[src/rtl/bdeq_pkg.sv]
// shared constants, codes and types for the bounded double-ended queue
package bdeq_pkg;

  localparam int unsigned DEPTH  = 16;
  localparam int unsigned IDX_W  = $clog2(DEPTH);
  localparam int unsigned OCC_W  = $clog2(DEPTH + 1);
  localparam int unsigned DATA_W = 32;
  localparam int unsigned OP_W   = 2;
  localparam int unsigned STS_W  = 2;
  localparam int unsigned FILL_W = 5;

  // stream word widths, padded to whole bytes
  localparam int unsigned IN_RAW_W   = OP_W + DATA_W;
  localparam int unsigned OUT_RAW_W  = DATA_W + STS_W + FILL_W;
  localparam int unsigned IN_TDATA_W  = ((IN_RAW_W + 7) / 8) * 8;
  localparam int unsigned OUT_TDATA_W = ((OUT_RAW_W + 7) / 8) * 8;

  // operation codes
  localparam logic [OP_W-1:0] OP_PUSH_FRONT = 2'd0;
  localparam logic [OP_W-1:0] OP_PUSH_BACK  = 2'd1;
  localparam logic [OP_W-1:0] OP_POP_FRONT  = 2'd2;
  localparam logic [OP_W-1:0] OP_POP_BACK   = 2'd3;

  // status codes
  localparam logic [STS_W-1:0] ST_OK    = 2'd0;
  localparam logic [STS_W-1:0] ST_EMPTY = 2'd1;
  localparam logic [STS_W-1:0] ST_FULL  = 2'd2;

  // controller to datapath commands
  typedef struct packed {
    logic latch_in;  // capture the input word
    logic exec;      // run the operation on ring and pointers
    logic load_out;  // move the result into the output register
  } bdeq_cmd_t;

endpackage

[src/rtl/bdeq_ctrl.sv]
// controller: sequences accept, execute and result load, owns the stream handshakes
module bdeq_ctrl
  import bdeq_pkg::*;
(
  input  logic      clk_i,
  input  logic      rst_ni,
  input  logic      s_axis_tvalid,
  output logic      s_axis_tready,
  output logic      m_axis_tvalid,
  input  logic      m_axis_tready,
  output bdeq_cmd_t cmd_o
);

  localparam logic [1:0] S_IDLE = 2'd0;
  localparam logic [1:0] S_EXEC = 2'd1;
  localparam logic [1:0] S_LOAD = 2'd2;

  logic [1:0] state_q, state_d;
  logic       out_valid_q, out_valid_d;
  logic       out_free;

  // output register can take a new word if empty or drained this cycle
  assign out_free = !out_valid_q || m_axis_tready;

  always_comb begin
    state_d        = state_q;
    out_valid_d    = out_valid_q;
    cmd_o          = '0;
    s_axis_tready  = 1'b0;
    if (out_valid_q && m_axis_tready) begin
      out_valid_d = 1'b0;
    end
    unique case (state_q)
      S_IDLE: begin
        s_axis_tready = 1'b1;
        if (s_axis_tvalid) begin
          cmd_o.latch_in = 1'b1;
          state_d        = S_EXEC;
        end
      end
      S_EXEC: begin
        cmd_o.exec = 1'b1;
        state_d    = S_LOAD;
      end
      S_LOAD: begin
        if (out_free) begin
          cmd_o.load_out = 1'b1;
          out_valid_d    = 1'b1;
          state_d        = S_IDLE;
        end
      end
      default: begin
        state_d = S_IDLE;
      end
    endcase
  end

  assign m_axis_tvalid = out_valid_q;

  always_ff @(posedge clk_i or negedge rst_ni) begin
    if (!rst_ni) begin
      state_q     <= S_IDLE;
      out_valid_q <= 1'b0;
    end else begin
      state_q     <= state_d;
      out_valid_q <= out_valid_d;
    end
  end

endmodule

[src/rtl/bdeq_datapath.sv]
// datapath: ring storage, front pointer, occupancy and result register
module bdeq_datapath
  import bdeq_pkg::*;
(
  input  logic                   clk_i,
  input  logic                   rst_ni,
  input  bdeq_cmd_t              cmd_i,
  input  logic [IN_TDATA_W-1:0]  in_word_i,
  output logic [OUT_TDATA_W-1:0] out_word_o
);

  function automatic logic [IDX_W-1:0] ring_add(input logic [IDX_W-1:0] base,
                                                input logic [IDX_W-1:0] off);
    logic [IDX_W:0] sum;
    sum = {1'b0, base} + {1'b0, off};
    if (sum >= (IDX_W + 1)'(DEPTH)) begin
      sum = sum - (IDX_W + 1)'(DEPTH);
    end
    return sum[IDX_W-1:0];
  endfunction

  logic [DATA_W-1:0] mem [DEPTH];

  logic [OP_W-1:0]        op_q;
  logic [DATA_W-1:0]      value_q;
  logic [IDX_W-1:0]       front_q, front_d;
  logic [OCC_W-1:0]       occ_q, occ_d;
  logic [STS_W-1:0]       status_q, status_d;
  logic                   pop_ok_q, pop_ok_d;
  logic [FILL_W-1:0]      fill_q;
  logic [DATA_W-1:0]      rd_q;
  logic [OUT_TDATA_W-1:0] out_q;

  logic             empty, full;
  logic [IDX_W-1:0] occ_idx;
  logic [IDX_W-1:0] slot;
  logic             wr_en, rd_en;
  logic [DATA_W-1:0] pop_value;

  assign empty   = (occ_q == '0);
  assign full    = (occ_q == OCC_W'(DEPTH));
  assign occ_idx = occ_q[IDX_W-1:0];

  always_comb begin
    front_d  = front_q;
    occ_d    = occ_q;
    status_d = ST_OK;
    pop_ok_d = 1'b0;
    slot     = front_q;
    wr_en    = 1'b0;
    rd_en    = 1'b0;
    unique case (op_q)
      OP_PUSH_FRONT: begin
        slot = ring_add(front_q, IDX_W'(DEPTH - 1));
        if (full) begin
          status_d = ST_FULL;
        end else begin
          wr_en   = 1'b1;
          front_d = slot;
          occ_d   = occ_q + 1'b1;
        end
      end
      OP_PUSH_BACK: begin
        slot = ring_add(front_q, occ_idx);
        if (full) begin
          status_d = ST_FULL;
        end else begin
          wr_en = 1'b1;
          occ_d = occ_q + 1'b1;
        end
      end
      OP_POP_FRONT: begin
        slot = front_q;
        if (empty) begin
          status_d = ST_EMPTY;
        end else begin
          rd_en    = 1'b1;
          pop_ok_d = 1'b1;
          front_d  = ring_add(front_q, IDX_W'(1));
          occ_d    = occ_q - 1'b1;
        end
      end
      OP_POP_BACK: begin
        slot = ring_add(front_q, occ_idx - 1'b1);
        if (empty) begin
          status_d = ST_EMPTY;
        end else begin
          rd_en    = 1'b1;
          pop_ok_d = 1'b1;
          occ_d    = occ_q - 1'b1;
        end
      end
      default: begin
        status_d = ST_OK;
      end
    endcase
  end

  // ring memory, one access per operation, registered read
  always_ff @(posedge clk_i) begin
    if (cmd_i.exec && wr_en) begin
      mem[slot] <= value_q;
    end
    if (cmd_i.exec && rd_en) begin
      rd_q <= mem[slot];
    end
  end

  always_ff @(posedge clk_i or negedge rst_ni) begin
    if (!rst_ni) begin
      front_q <= '0;
      occ_q   <= '0;
    end else if (cmd_i.exec) begin
      front_q <= front_d;
      occ_q   <= occ_d;
    end
  end

  always_ff @(posedge clk_i) begin
    if (cmd_i.latch_in) begin
      op_q    <= in_word_i[OP_W-1:0];
      value_q <= in_word_i[OP_W +: DATA_W];
    end
    if (cmd_i.exec) begin
      status_q <= status_d;
      pop_ok_q <= pop_ok_d;
      fill_q   <= FILL_W'(occ_d);
    end
    if (cmd_i.load_out) begin
      out_q <= OUT_TDATA_W'({fill_q, status_q, pop_value});
    end
  end

  assign pop_value  = pop_ok_q ? rd_q : '0;
  assign out_word_o = out_q;

endmodule

[src/rtl/bounded_double_ended_queue_unit.sv]
// top level of the bounded double-ended queue
//
// Fixed-depth double-ended queue of signed 32-bit values held in a ring of
// DEPTH entries (16). Every input word carries one operation (push front,
// push back, pop front, pop back) and produces exactly one output word with
// the popped value, a status code and the fill level after the operation.
// A pop from an empty queue reports status empty and leaves the queue as it
// is; a push to a full queue drops the value and reports status full; in
// both cases and for every push the popped value is zero. Each word passes
// through three steps: accept, the single ring memory access and pointer
// update, and the load of the output register, which waits while that
// register holds an unread result; no new word is taken before the last is
// loaded. The output register decouples the two sides, so the next word is
// accepted while the previous result waits for m_axis_tready. The ring needs
// no clearing after reset: a pop only reads slots written by an earlier push.
module bounded_double_ended_queue_unit
  import bdeq_pkg::*;
(
  input  logic                   clk_i,
  input  logic                   rst_ni,
  // input word stream
  input  logic                   s_axis_tvalid,
  output logic                   s_axis_tready,
  input  logic [IN_TDATA_W-1:0]  s_axis_tdata,  // op[1:0], push_value[33:2], zero pad
  // result word stream
  output logic                   m_axis_tvalid,
  input  logic                   m_axis_tready,
  output logic [OUT_TDATA_W-1:0] m_axis_tdata   // pop_value[31:0], status[33:32],
                                                // fill_level[38:34], zero pad
);

  bdeq_cmd_t cmd;

  // controller: handshakes and sequencing
  bdeq_ctrl u_ctrl (
    .clk_i         (clk_i),
    .rst_ni        (rst_ni),
    .s_axis_tvalid (s_axis_tvalid),
    .s_axis_tready (s_axis_tready),
    .m_axis_tvalid (m_axis_tvalid),
    .m_axis_tready (m_axis_tready),
    .cmd_o         (cmd)
  );

  // datapath: ring, pointers and result register
  bdeq_datapath u_dp (
    .clk_i      (clk_i),
    .rst_ni     (rst_ni),
    .cmd_i      (cmd),
    .in_word_i  (s_axis_tdata),
    .out_word_o (m_axis_tdata)
  );

endmodule

[config.mk]
export PLATFORM = sky130hd
export DESIGN_NAME = bounded_double_ended_queue_unit
export DESIGN_NICKNAME = d
export VERILOG_FILES = /design/src/rtl/bdeq_pkg.sv /design/src/rtl/bdeq_ctrl.sv /design/src/rtl/bdeq_datapath.sv /design/src/rtl/bounded_double_ended_queue_unit.sv
export SDC_FILE = /design/constraint.sdc
export NUM_CORES = 1
export LEC_CHECK = 0
export BUFFER_PORTS_ARGS = -buffer_cell sky130_fd_sc_hd__buf_4
export CAP_MARGIN = 20
export CORE_MARGIN = 4
export CORE_UTILIZATION = 55
export CTS_CLUSTER_DIAMETER = 30
export DETAILED_ROUTE_END_ITERATION = 8
export GPL_ROUTABILITY_DRIVEN = 0
export PLACE_DENSITY = 0.82
export SLEW_MARGIN = 5
export SYNTH_ARGS = -nofsm -noshare
export SYNTH_HDL_FRONTEND = slang
export SYNTH_SLANG_ARGS = --single-unit
[constraint.sdc]
create_clock -name clk_i -period 4.32 [get_ports clk_i]
set_clock_uncertainty 0.05 [all_clocks]
set_input_delay 0.648 -clock clk_i [delete_from_list [all_inputs] [get_ports clk_i]]
set_output_delay 0.648 -clock clk_i [all_outputs]
set_load 0.01 [all_outputs]
# Yosys cells after proc, flatten, opt, wreduce, memory -nomap -nowiden

Memory sizes are Yosys's and may differ from the RTL's. A register that Yosys moved wholly into a read port is not among the register bits.
Index checks and enable logic that the tools add are counted.

Output and inout bits: 42
Bits in registers: 93
Word-level logic and storage cells: 82
Memory bits (writable): 512
Bits of input ports: 44
Memories kept: 1

Reduce and logical (&&, ||, !) cells: 13
Equal/unequal tests: 10
Magnitude comparators: 4
Multiplexer cells: 32
$add $sub $neg: 11

Memory list:

| name     | depth | width | rd ports | clocked after memory_dff | wr ports | RTL line            | RTL |
|---|---|---|---|---|---|---|---|
| u_dp.mem | 16    | 32    | 1        | 1                        | 1        | bdeq_datapath.sv:22 | `logic [DATA_W-1:0] mem [DEPTH];` |

Operators by type and width:

| cell                                              | count |
|---|---|
| two-way mux 4 bit                                 | 6 |
| >= comparator 5 bit (second input constant)       | 4 |
| subtractor 4 x 1 -> 4 bit (second input constant) | 5 |
| two-way mux 1 bit                                 | 16 |
| one-hot mux 4 bit (4 select lines)                | 1 |
| adder 4 x 4 -> 5 bit                              | 2 |
| two-way mux 5 bit                                 | 2 |
| one-hot mux 5 bit (2 select lines)                | 1 |
| one-hot mux 4 bit (2 select lines)                | 1 |
| == test 2 bit (second input constant)             | 3 |
| two-way mux 2 bit                                 | 3 |
| inequality test 2 bit (second input constant)     | 3 |
| one-hot mux 2 bit (3 select lines)                | 1 |
| adder 4 x 1 -> 5 bit (second input constant)      | 1 |
| adder 4 x 4 -> 5 bit (second input constant)      | 1 |
| adder 5 x 1 -> 5 bit (second input constant)      | 1 |
| == test 5 bit (second input constant)             | 1 |
| logical NOT 5 bit                                 | 1 |
| subtractor 5 x 1 -> 5 bit (second input constant) | 1 |
| == test 2 x 1 -> 1 bit (second input constant)    | 2 |
| logical NOT 2 bit                                 | 2 |
| one-hot mux 2 bit (2 select lines)                | 1 |
| AND reduction 4 bit                               | 1 |
| OR reduction 2 bit                                | 2 |
| other kinds (6)                                   | 8 |

# Logic depth before layout (Yosys ltp)

Gate-level depths: netlist of run 1.

Depth after elaboration: 6
Gate-level depth with buffers: 16
Gate-level depth less buffers: 11

# Hierarchy

A second synthesis of run 1 with hierarchy kept.

Cells, all modules: 1832
Area, all modules: 25060.3 um^2

By module, submodules not included:

| module        | instances | cells an instance | area an instance (um^2) | seq. area each (um^2) |
|---|---|---|---|---|
| bdeq_datapath | 1         | 1820              | 24927.7                 | 18993.2 |
| bdeq_ctrl     | 1         | 12                | 132.6                   | 75.1 |

# Least setup slack after synthesis of run 1

No wires, ideal clock.

Kind: reg-to-reg
Start point: register u_dp.op_q[1]
End point: memory u_dp.mem[2][0], enable pin
Setup slack: -406 ps
Arrival time: 4255 ps
Cell stages (with the launch flop): 16
Path buffers: 6
Clock period less this slack: 4726 ps
Cells stage by stage: edfxtp_1 -> buf_4 -> clkbuf_1 -> nand2_1 -> xnor2_1 -> ha_1 -> inv_1 -> fa_1 -> nand2_1 -> o31a_1 -> buf_2 -> buf_4 -> buf_2 -> buf_1 -> nand2_1 -> nor2_1

Word-level cells in the longest chain between the ends: 6

RTL lines:

| item                                                               | RTL line             | RTL |
|---|---|---|
| from (decl)                                                        | bdeq_datapath.sv:24  | `logic [OP_W-1:0] op_q;` |
| from (signal assigned)                                             | bdeq_datapath.sv:121 | `op_q <= in_word_i[OP_W-1:0];` |
| == test 2 x 1 -> 1 bit / logical NOT 2 bit (equally long branches) | bdeq_datapath.sv:52  | `unique case (op_q)` |
| OR reduction 2 bit (no line)                                       | --                   |  |
| two-way mux 1 bit                                                  | --                   |  |
| logical AND 1 bit                                                  | bdeq_datapath.sv:101 | `if (cmd_i.exec && wr_en) begin` |
| two-way mux 1 bit                                                  | bdeq_datapath.sv:101 |  |
| two-way mux 1 bit (not written as such)                            | bdeq_datapath.sv:102 | `mem[slot] <= value_q;` |
| to (decl)                                                          | bdeq_datapath.sv:22  |  |

Parallel ways exist; a longest one is shown, timed or not.

# Worst setup path in the final report of run 1

Start point: register u_dp.occ_q[0]
End point: register u_dp.rd_q[28] (read register of u_dp.mem) (data pin)

Word-level cells in the longest chain between the ends: 5

RTL lines:

| item                                                                    | RTL line                                 | RTL |
|---|---|---|
| from (decl)                                                             | bdeq_datapath.sv:27                      | `logic [OCC_W-1:0] occ_q, occ_d;` |
| from (signal assigned)                                                  | bdeq_datapath.sv:112                     | `occ_q <= '0;` |
| from (signal assigned)                                                  | bdeq_datapath.sv:115                     | `occ_q <= occ_d;` |
| subtractor 4 x 1 -> 4 bit                                               | bdeq_datapath.sv:84                      | `slot = ring_add(front_q, occ_idx - 1'b1);` |
| adder 4 x 4 -> 5 bit                                                    | bdeq_datapath.sv:15                      | `sum = {1'b0, base} + {1'b0, off};` |
| subtractor 4 x 1 -> 4 bit / >= comparator 5 bit (equally long branches) | bdeq_datapath.sv:17, bdeq_datapath.sv:16 |  |
| two-way mux 4 bit                                                       | bdeq_datapath.sv:16                      | `if (sum >= (IDX_W + 1)'(DEPTH)) begin` |
| one-hot mux 4 bit (4 select lines)                                      | bdeq_datapath.sv:52                      |  |
| to (decl)                                                               | bdeq_datapath.sv:31                      | `logic [DATA_W-1:0] rd_q;` |

Parallel ways exist; a longest one is shown, timed or not.
A chain may end at the register's enable or synchronous reset.

==> run summary, run 1 <==
Gate Count Post-Synth - 1704
Flop2flop setup slack - 280 ps
Tot Pwr - 25000 uW
Drt pass-1 iters - 6
CP bufs+invs - 4
Syn_nets - 1756
Startpoint class of the critical path - register
Switching share of total power - 36.8%
Synth area leader - edfxtp_1
Reg2reg start - u_dp.occ_q[0]
Crit-path leading delay family - compound AO/OA/AOI/OAI gates
Max VDD drop - 0.797 mV
Synth unique cells - 50
Hold Path Class - input pin to register
Slew @ Worst Pin - 983 ps
Internal power - 15800 uW
Worst EP arrival - 4380 ps
Data required, critical path - 4660 ps
Width of the die - 220 um
Hold Vio Cnt, Final - 0
Clock Power Share - 33.4%
Most common cell after layout, fill and taps aside - edfxtp_1
Detailed Route Iter0 Violations - 2323
Slowest-stage cell, CP - dfrtp_1
Worst skew pair latency - 630 ps
Global route overflow - 0
Worst reg2reg endpoint - u_dp.rd_q[28]
CP cell instances - inv_1 -> ha_1 -> o21ai_0 -> inv_1 -> fa_1 -> nand2_1 -> o31ai_4 -> buf_8 -> buf_12 -> nand2_1 -> a221oi_1 -> a31oi_1 -> a21oi_1
Leak - 0.0102 uW
PostCTS Resize Cnt - 0
Most frequent cells in the layout - edfxtp_1, nand2_1, a21oi_1, clkbuf_16, buf_4
CTS tree - done
CTS Buf Count - 108
Post-route ant nets - 0
Crit path max fanout - 106
Area share of fa/ha/maj cells after synthesis - 0.437%
Drc violations - 0
Max_slew headroom - 34.3%
Crit end category - register
Net Sw Power - 9220 uW
Rows - 77
H-tree depth - 3
Main combinational cell family by area after synthesis - compound AO/OA/AOI/OAI gates
Tmin final - 4040 ps
Top-area cell type share of the netlist area - 76.1%
Outcome - complete, no violations
Sequential fraction of the synthesis area - 77.4%
Top area cells in the synthesized netlist - edfxtp_1, nand2_1, a21oi_1, a221oi_1, nand3_1
Die area - 48300 um2
Synth Area in Simple Gates - 9.36%
Core Footprint - 44200 um2
Pin count of the biggest net entering global routing - 123
Share of layout cells above drive strength 1 - 18.1%
Vias in the first global route - 16001
Final #Nets - 1881
GRT Total Usage - 24.7%
Worst-case reg-to-reg path depth - 13
Clock slew at reported path FFs - 50 ps
Final period utilization - 93.4%
Max Root-Sink Buffers - 3
Hold path start - s_axis_tdata[23]
Crit path kind - register to register
Clk sinks - 637
Mapped Area - 24600 um2
RSZ-0062 raised after global routing - no
Total vias in the final route - 15685
Yosys warnings - 0
Max Freq - 248 MHz
Starting Density - 55.7%
Routed len/inst - 23.8 um
Initial antenna violation count - 2
Synth Area in Compound Gates - 9.89%
Root buf cell - clkbuf_16
Sequential group share of total power - 32.0%
First-pass GRT wire length - 90400 um
Mux cell area share after synthesis - 0.127%
Main synth FF type - edfxtp_1
Count of input and output buffers - 78
Final Setup Violations - 0
Ports - 86
Pwr Density - 838 nW/um2
Worst Hold Path EP - u_dp.value_q[21]
Detailed Route WL - 59800 um
Pins Over Slew Limit - 0
Avg Inst Size Synth - 14.5 um2
DPL Wire Length - 29900 um
Post-synth ARST share - 1.88%
Vias/cell - 6.25
Worst stage delay on the critical path - 500 ps
Proportion of power drawn by combinational gates - 34.6%
Die Y-Extent - 220 um
MaxCap Viol Count - 0
Post-synth EDFFs - 625
Fin util - 67.6%
Cell depth of the worst hold path - 1
Syn-to-layout area delta - 21.3%
Synthesis-stage register bit count - 637
XOR/XNOR Fraction of Synth Area - 0.355%
==> cells by family (layout without fill, tap and decap cells) <==
logic type / after synthesis / count (layout)
mux: 3 / 3
xor+xnor: 10 / 10
compound gates: 389 / 389
buf+inv: 127 / 339
simple gates: 529 / 529
other cells: 1 / 2
flops: 637 / 637
fa+ha+maj: 8 / 8
==> worst max-delay path by stage <==
stage | from | end | slack (ps) | cells after the start
after floorplan | u_dp.op_q[1] | u_dp.mem[2][0] | -410 | 15
after detailed placement | u_dp.occ_q[0] | u_dp.mem[8][18] | 240 | 12
after CTS | u_dp.occ_q[0] | u_dp.mem[14][29] | 180 | 12
after global routing | u_dp.occ_q[0] | u_dp.rd_q[28] | 70 | 13
after global placement | u_dp.occ_q[0] | u_dp.mem[8][9] | 330 | 12
final | u_dp.occ_q[0] | u_dp.rd_q[28] | 280 | 13
==> per-stage QoR <==
step | instances | setup slack [ps] | instance area, um2 | TNS [ps] | hold slack (ps)
final | 2509 | 284 | 29900 | 0 | 142
after global routing | 2509 | 69.6 | 29900 | 0 | 129
after CTS | 2506 | 180 | 29900 | 0 | 111
after detailed placement | 2308 | 244 | 26200 | 0 | 355
after global placement | 2308 | 332 | 26200 | 0 | 354
after floorplan | 1704 | -406 | 24700 | -141420 | 302
==> flip-flops by register name (all words and copies together) (netlist names), 4 cells and up <==
name,cells
u_dp.value_q,32
u_dp.rd_q,32
u_dp.mem,512
u_dp.out_word_o,39
u_dp.fill_q,5
u_dp.front_q,4
u_dp.occ_q,5
==> area by class of cell <==
class / instances / area [um2]
antenna: 1 / 2.50
clock buffer: 121 / 2840
clock inverter: 76 / 790
fill: 2659 / 14300
inverter: 10 / 37.5
multi-input combinational: 940 / 5160
sequential: 637 / 19100
tap: 592 / 741
timing repair buffer: 132 / 1260
==> power groups by stage <==
stage | Combinational (uW) | Sequential [uW] | Clock (uW)
3_5_place_dp | 8290 | 8120 | 0
5_1_grt | 9400 | 8060 | 8750
2_1_floorplan | 5920 | 8020 | 0
4_1_cts | 8540 | 8010 | 8440
6_report | 8670 | 8020 | 8360
3_3_place_gp | 7930 | 8070 | 0
==> metal layers <==
| metal | global-route usage (%) | part of all wire (%) | up-vias |
|---|---|---|---|
| li1 | - | - | 6757 |
| met1 | 31.3 | 36 | 7705 |
| met2 | 40.9 | 50 | 1051 |
| met3 | 4.48 | 9.4 | 172 |
| met4 | 13.4 | 4.4 | 0 |
| met5 | 0 | 0 | - |
==> Yosys cell counts, types with 2 or more instances <==
master / instances
clkbuf_1: 45
ha_1: 7
nand4_1: 2
a21oi_2: 7
inv_1: 9
a31oi_1: 32
nor2_1: 27
nor3_1: 33
xnor2_1: 8
a21oi_1: 227
o221a_2: 2
buf_4: 3
mux2i_1: 2
nand2_1: 339
dfrtp_1: 12
nor2b_1: 2
edfxtp_1: 625
nand3_1: 70
o31ai_1: 3
a21o_1: 3
xor2_1: 2
a221oi_1: 97
o21ai_0: 8
and2_1: 38
buf_1: 7
buf_6: 6
or4_4: 2
nor3b_1: 3
a211oi_1: 2
buf_2: 56
nand2b_1: 6
==> what timing repair did <==
item,in CTS,in global routing
endpoints found under the hold margin,12,0
setup endpoints to repair,0,128
buffers inserted,0,1
hold buffers,1,0
(Power assumes the default switching activity.)
==> run 2: changes to the inputs <==
--- a/config.mk
+++ b/config.mk
@@ -5,12 +5,12 @@
 export SDC_FILE = /design/constraint.sdc
 export NUM_CORES = 1
 export LEC_CHECK = 0
-export BUFFER_PORTS_ARGS = -buffer_cell sky130_fd_sc_hd__buf_4
 export CAP_MARGIN = 20
 export CORE_MARGIN = 4
-export CORE_UTILIZATION = 55
+export CORE_UTILIZATION = 57
 export CTS_CLUSTER_DIAMETER = 30
 export DETAILED_ROUTE_END_ITERATION = 8
+export DONT_BUFFER_PORTS = 1
 export GPL_ROUTABILITY_DRIVEN = 0
 export PLACE_DENSITY = 0.82
 export SLEW_MARGIN = 5
==> run summary, run 2 (synthesis gave the netlist of run 1 again) <==
Worst skew pair latency - 650 ps (+20 ps)
Initial antenna violation count - 0 (-2)
Max VDD drop - 0.729 mV (-8.5%)
Startpoint class of the critical path - register
Tot Pwr - 25100 uW (+0.37%)
Hold Vio Cnt, Final - 0 (unchanged)
Final Setup Violations - 0 (unchanged)
GRT Total Usage - 26.0% (+1.3 points)
Ant diodes - 0 (-1)
CTS Buf Count - 106 (-1.9%)
Slowest-stage cell, CP - dfrtp_1
Reg2reg start - u_dp.occ_q[0]
RSZ-0062 raised after global routing - no
Flop2flop setup slack - 180 ps (-100 ps)
MaxCap Viol Count - 0 (unchanged)
Hold path start - s_axis_tdata[32]
Hold Path Class - input pin to register
Pwr Density - 858 nW/um2 (+2.4%)
Root buf cell - clkbuf_16
Count of input and output buffers - 0 (-100%)
Largest reg by FF count - u_dp.mem
Die Y-Extent - 216 um (-1.7%)
Cell depth of the worst hold path - 0 (-1)
Worst stage delay on the critical path - 490 ps (about the same)
Pin count of the biggest net entering global routing - 127 (+3.3%)
Detailed Route WL - 61800 um (+3.3%)
Crit end category - register
Routed len/inst - 25.6 um (+7.2%)
DPL Wire Length - 29800 um (-0.43%)
Width of the die - 216 um (-1.7%)
Placed Area - 25700 um2 (-2.2%)
Post-route ant nets - 0 (unchanged)
Max_slew headroom - 43.6% (+9.2 points)
Detailed Route Iter0 Violations - 2766 (+19%)
Core Footprint - 42300 um2 (-4.3%)
Tmin final - 4140 ps (+100 ps)
Pins Over Slew Limit - 0 (unchanged)
Crit path max fanout - 35 (-67%)
Max reg flops - 512 (unchanged)
Worst EP arrival - 4550 ps (+170 ps)
First-pass GRT wire length - 93200 um (+3.0%)
Outcome - complete, no violations
Max Freq - 242 MHz (-2.4%)
Final Cell Area - 29300 um2 (-2.0%)
Total vias in the final route - 15720 (+0.22%)
Drc violations - 0 (unchanged)
Critical path origin - u_dp.occ_q[0]
Most frequent cells in the layout - edfxtp_1, nand2_1, a21oi_1, clkbuf_16, a221oi_1
Global route overflow - 0 (unchanged)
CP cell instances - inv_1 -> ha_1 -> o21ai_0 -> inv_1 -> fa_1 -> xor2_1 -> o221a_4 -> buf_12 -> buf_12 -> a21oi_1 -> a221oi_1 -> a31oi_1 -> a21oi_1
H-tree depth - 3 (unchanged)
Syn-to-layout area delta - 18.9%
Share of layout cells above drive strength 1 - 14.6% (-3.4 points)
Vias in the first global route - 15721 (-1.7%)
Ports - 86 (unchanged)
Vias/cell - 6.50 (+4.0%)
CTS tree - done
Starting Density - 58.2% (+2.5 points)
Leak - 0.00985 uW (-3.6%)
Max Root-Sink Buffers - 3 (unchanged)
Most common cell after layout, fill and taps aside - edfxtp_1
Final period utilization - 95.7% (+2.3 points)
Crit path kind - register to register
Clock slew at reported path FFs - 60 ps (about the same)
Worst-case reg-to-reg path depth - 13 (unchanged)
Slew @ Worst Pin - 847 ps (-136 ps)
Rows - 75 (-2.6%)
Data required, critical path - 4730 ps (+70 ps)
Clk sinks - 637 (unchanged)
Die area - 46600 um2 (-3.4%)
Drt pass-1 iters - 8 (+2)
Final #Nets - 1804 (-4.1%)
==> run 2: stage by stage <==
stage	hold slack [ps]	worst slack, ps	util [%]	setup TNS (ps)	cells
final	37.0	184	69.2	0	2418
after global routing	20.6	59.3	69.2	0	2418
after CTS	16.6	213	69.2	0	2418
after detailed placement	303	450	60.6	0	2220
after global placement	303	526	60.6	0	2220
after floorplan	302	-406	-	-141420	1704
==> run 2: area by class of cell <==
class | instances | area [um2]
Sequential cell | 637 | 19100
Inverter | 10 | 37.5
Multi-Input combinational cell | 940 | 5170
Tap cell | 577 | 722
Clock buffer | 119 | 2740
Timing Repair Buffer | 57 | 668
Clock inverter | 78 | 896
Fill cell | 2444 | 13000
==> run 2: power breakdown <==
part | internal [uW] | switching [uW]
clock network | 5490 | 2950
registers | 7670 | 412
logic | 2650 | 5960
==> run 2: layer usage <==
layer	share of wire (%)	up-vias	track usage, %	wire [um]
met5	0	-	0	0
met4	4.5	0	12.6	2790
met3	11	242	5.51	6650
met2	50	1239	42.9	31000
met1	35	7644	33.3	21400
li1	-	6595	-	-
==> run 2: path summary, 6_finish.rpt <==
path,endpoint
setup / recovery,u_dp.rd_q[14]
hold / removal,u_dp.value_q[30]
setup reg to reg,u_dp.rd_q[14]
hold reg to reg,u_dp.out_word_o[35]
max in group asynchronous,u_dp.front_q[0]
min in group asynchronous,u_ctrl.m_axis_tvalid
==> run 2: critical path, delay by kind of cell, from the launching register on <==
kind / cells / cell delay [ps]
buffers and inverters: 4 / 670
DFF: 1 / 490
AOI/OAI and AO/OA: 6 / 1500
xor gates and xnor gates: 1 / 400
adders and majority gates: 2 / 790
==> run 2: repair_timing <==
action,4_1_cts,5_1_grt
hold buffers,1,0
resized for setup,0,0
setup buffers,0,0
endpoints found under the hold margin,12,0
==> run 3: changes to the inputs <==
--- a/config.mk
+++ b/config.mk
@@ -12,6 +12,7 @@
 export DETAILED_ROUTE_END_ITERATION = 8
 export DONT_BUFFER_PORTS = 1
 export GPL_ROUTABILITY_DRIVEN = 0
+export MAX_ROUTING_LAYER = met4
 export PLACE_DENSITY = 0.82
 export SLEW_MARGIN = 5
 export SYNTH_ARGS = -nofsm -noshare
==> run summary, run 3 (synthesis gave the netlist of run 1 again) <==
Ports - 86 (unchanged)
CP bufs+invs - 4 (unchanged)
Outcome - complete, no violations
Max reg flops - 512 (unchanged)
CP cell instances - inv_1 -> ha_1 -> o21ai_0 -> inv_1 -> fa_1 -> xor2_1 -> o221a_4 -> buf_12 -> buf_12 -> a21oi_1 -> a221oi_1 -> a31oi_1 -> a21oi_1
Drt pass-1 iters - 6 (-2)
Fin cells - 2418 (unchanged)
Die Y-Extent - 216 um (unchanged)
Leak - 0.00985 uW (unchanged)
Proportion of power drawn by combinational gates - 34.3% (about the same)
Max_slew headroom - 44.1% (+0.58 points)
Clk sinks - 637 (unchanged)
Detailed Route Iter0 Violations - 2601 (-6.0%)
Worst stage delay on the critical path - 550 ps (+60 ps)
Data required, critical path - 4740 ps (about the same)
Count of input and output buffers - 0 (unchanged)
Detailed Route WL - 61700 um (-0.24%)
Max VDD drop - 0.728 mV (-0.20%)
Crit path max fanout - 35 (unchanged)
Starting Density - 58.2% (unchanged)
Tmin final - 4130 ps (-7.75 ps)
Post-route ant nets - 0 (unchanged)
Max Root-Sink Buffers - 3 (unchanged)
CTS Buf Count - 106 (unchanged)
Fin util - 69.2% (unchanged)
Flop2flop setup slack - 190 ps (about the same)
Tot Pwr - 25100 uW (about the same)
Final period utilization - 95.6% (-0.18 points)
Sequential group share of total power - 32.2% (about the same)
Switching share of total power - 37.1% (about the same)
Crit-path leading delay family - compound AO/OA/AOI/OAI gates
GRT Total Usage - 26.8% (+0.78 points)
Final #Nets - 1804 (unchanged)
Slowest-stage cell, CP - dfrtp_1
Rows - 75 (unchanged)
Core Footprint - 42300 um2 (unchanged)
Drc violations - 0 (unchanged)
Share of layout cells above drive strength 1 - 14.6% (unchanged)
Net Sw Power - 9320 uW (-0.11%)
Worst Hold Path EP - u_dp.value_q[30]
Largest reg by FF count - u_dp.mem
Hold Path Class - input pin to register
Routed len/inst - 25.5 um (-0.24%)
PostCTS Resize Cnt - 0 (unchanged)
Reg2reg start - u_dp.occ_q[1]
First-pass GRT wire length - 93100 um (about the same)
WHS - 39.5 ps (+2.54 ps)
Pin count of the biggest net entering global routing - 127 (unchanged)
Syn-to-layout area delta - 18.9% (unchanged)
Pwr Density - 858 nW/um2 (about the same)
Global route overflow - 0 (unchanged)
Slew @ Worst Pin - 838 ps (-8.71 ps)
Crit path kind - register to register
DPL Wire Length - 29800 um (unchanged)
Most common cell after layout, fill and taps aside - edfxtp_1
Hold Vio Cnt, Final - 0 (unchanged)
Die area - 46600 um2 (unchanged)
Most frequent cells in the layout - edfxtp_1, nand2_1, a21oi_1, clkbuf_16, a221oi_1
Clock slew at reported path FFs - 60 ps (about the same)
Crit end category - register
Clock Power Share - 33.6% (about the same)
Hold path start - s_axis_tdata[32]
Pins Over Slew Limit - 0 (unchanged)
Final Setup Violations - 0 (unchanged)
Final worst setup slack - 192 ps (+7.75 ps)
Worst EP arrival - 4550 ps (about the same)
Vias/cell - 6.49 (-0.12%)
Internal power - 15800 uW (about the same)
Worst reg2reg endpoint - u_dp.rd_q[14]
Worst skew pair latency - 650 ps (about the same)
Cell depth of the worst hold path - 0 (unchanged)
Max Freq - 242 MHz (+0.19%)
Ant diodes - 0 (unchanged)
Worst-case reg-to-reg path depth - 13 (unchanged)
Width of the die - 216 um (unchanged)
Setup repair bufs after CTS - 0 (unchanged)
Place WS - 450 ps (unchanged)
Startpoint class of the critical path - register
Root buf cell - clkbuf_16
RSZ-0062 raised after global routing - no
Initial antenna violation count - 0 (unchanged)
Total vias in the final route - 15701 (-0.12%)
Placed cells - 2220 (unchanged)
Vias in the first global route - 15727 (+0.038%)
H-tree depth - 3 (unchanged)
CTS tree - done
MaxCap Viol Count - 0 (unchanged)
run 3: cell counts in the layout (fill, tap and decap cells not counted):
No cell type changed its count.
run 3: layout make-up:
| class | count | area, um2 |
|---|---|---|
| fill | 2444 | 13000 |
| clock buffer | 119 | 2740 |
| multi-input combinational | 940 | 5170 |
| inverter | 10 | 37.5 |
| clock inverter | 78 | 896 |
| sequential | 637 | 19100 |
| tap | 577 | 722 |
| timing repair buffer | 57 | 668 |
run 3: worst max path at each step:
stage | from | endpoint | slack, ps | cells past startpoint
after detailed placement | u_dp.occ_q[0] | u_dp.rd_q[13] | 450 | 13
after CTS | u_dp.occ_q[1] | u_dp.rd_q[14] | 210 | 13
after global routing | u_dp.occ_q[1] | u_dp.rd_q[14] | 60 | 13
final | u_dp.occ_q[1] | u_dp.rd_q[14] | 190 | 13
after global placement | u_dp.occ_q[0] | u_dp.rd_q[13] | 530 | 13
after floorplan | u_dp.op_q[1] | u_dp.mem[2][0] | -410 | 15
run 3: repair_timing:
action                                  4_1_cts  5_1_grt
hold endpoints to repair                     12        0
hold buffers                                  1        0
endpoints found under the setup margin        0        0
run 3: routing by layer:
metal	GRT usage, %	part of all wire, %	wire length, um	vias to the layer above
met2	43.0	50	30800	1217
met1	33.2	35	21300	7638
met3	5.49	11	6660	250
met5	-	0	0	-
met4	12.5	4.6	2860	0
li1	-	-	-	6596
run 3: through the flow:
step | area, um2 | TNS, ps
after floorplan | 24700 | -141420
after global placement | 25700 | 0
after detailed placement | 25700 | 0
after CTS | 29300 | 0
after global routing | 29300 | 0
final | 29300 | 0
run 3: power groups by stage:
stage	Sequential (uW)	Combinational [uW]	Clock, uW
3_3_place_gp	8150	7790	0
6_report	8080	8610	8430
4_1_cts	8080	8430	8480
5_1_grt	8130	9220	8820
2_1_floorplan	8020	5920	0
3_5_place_dp	8180	8120	0
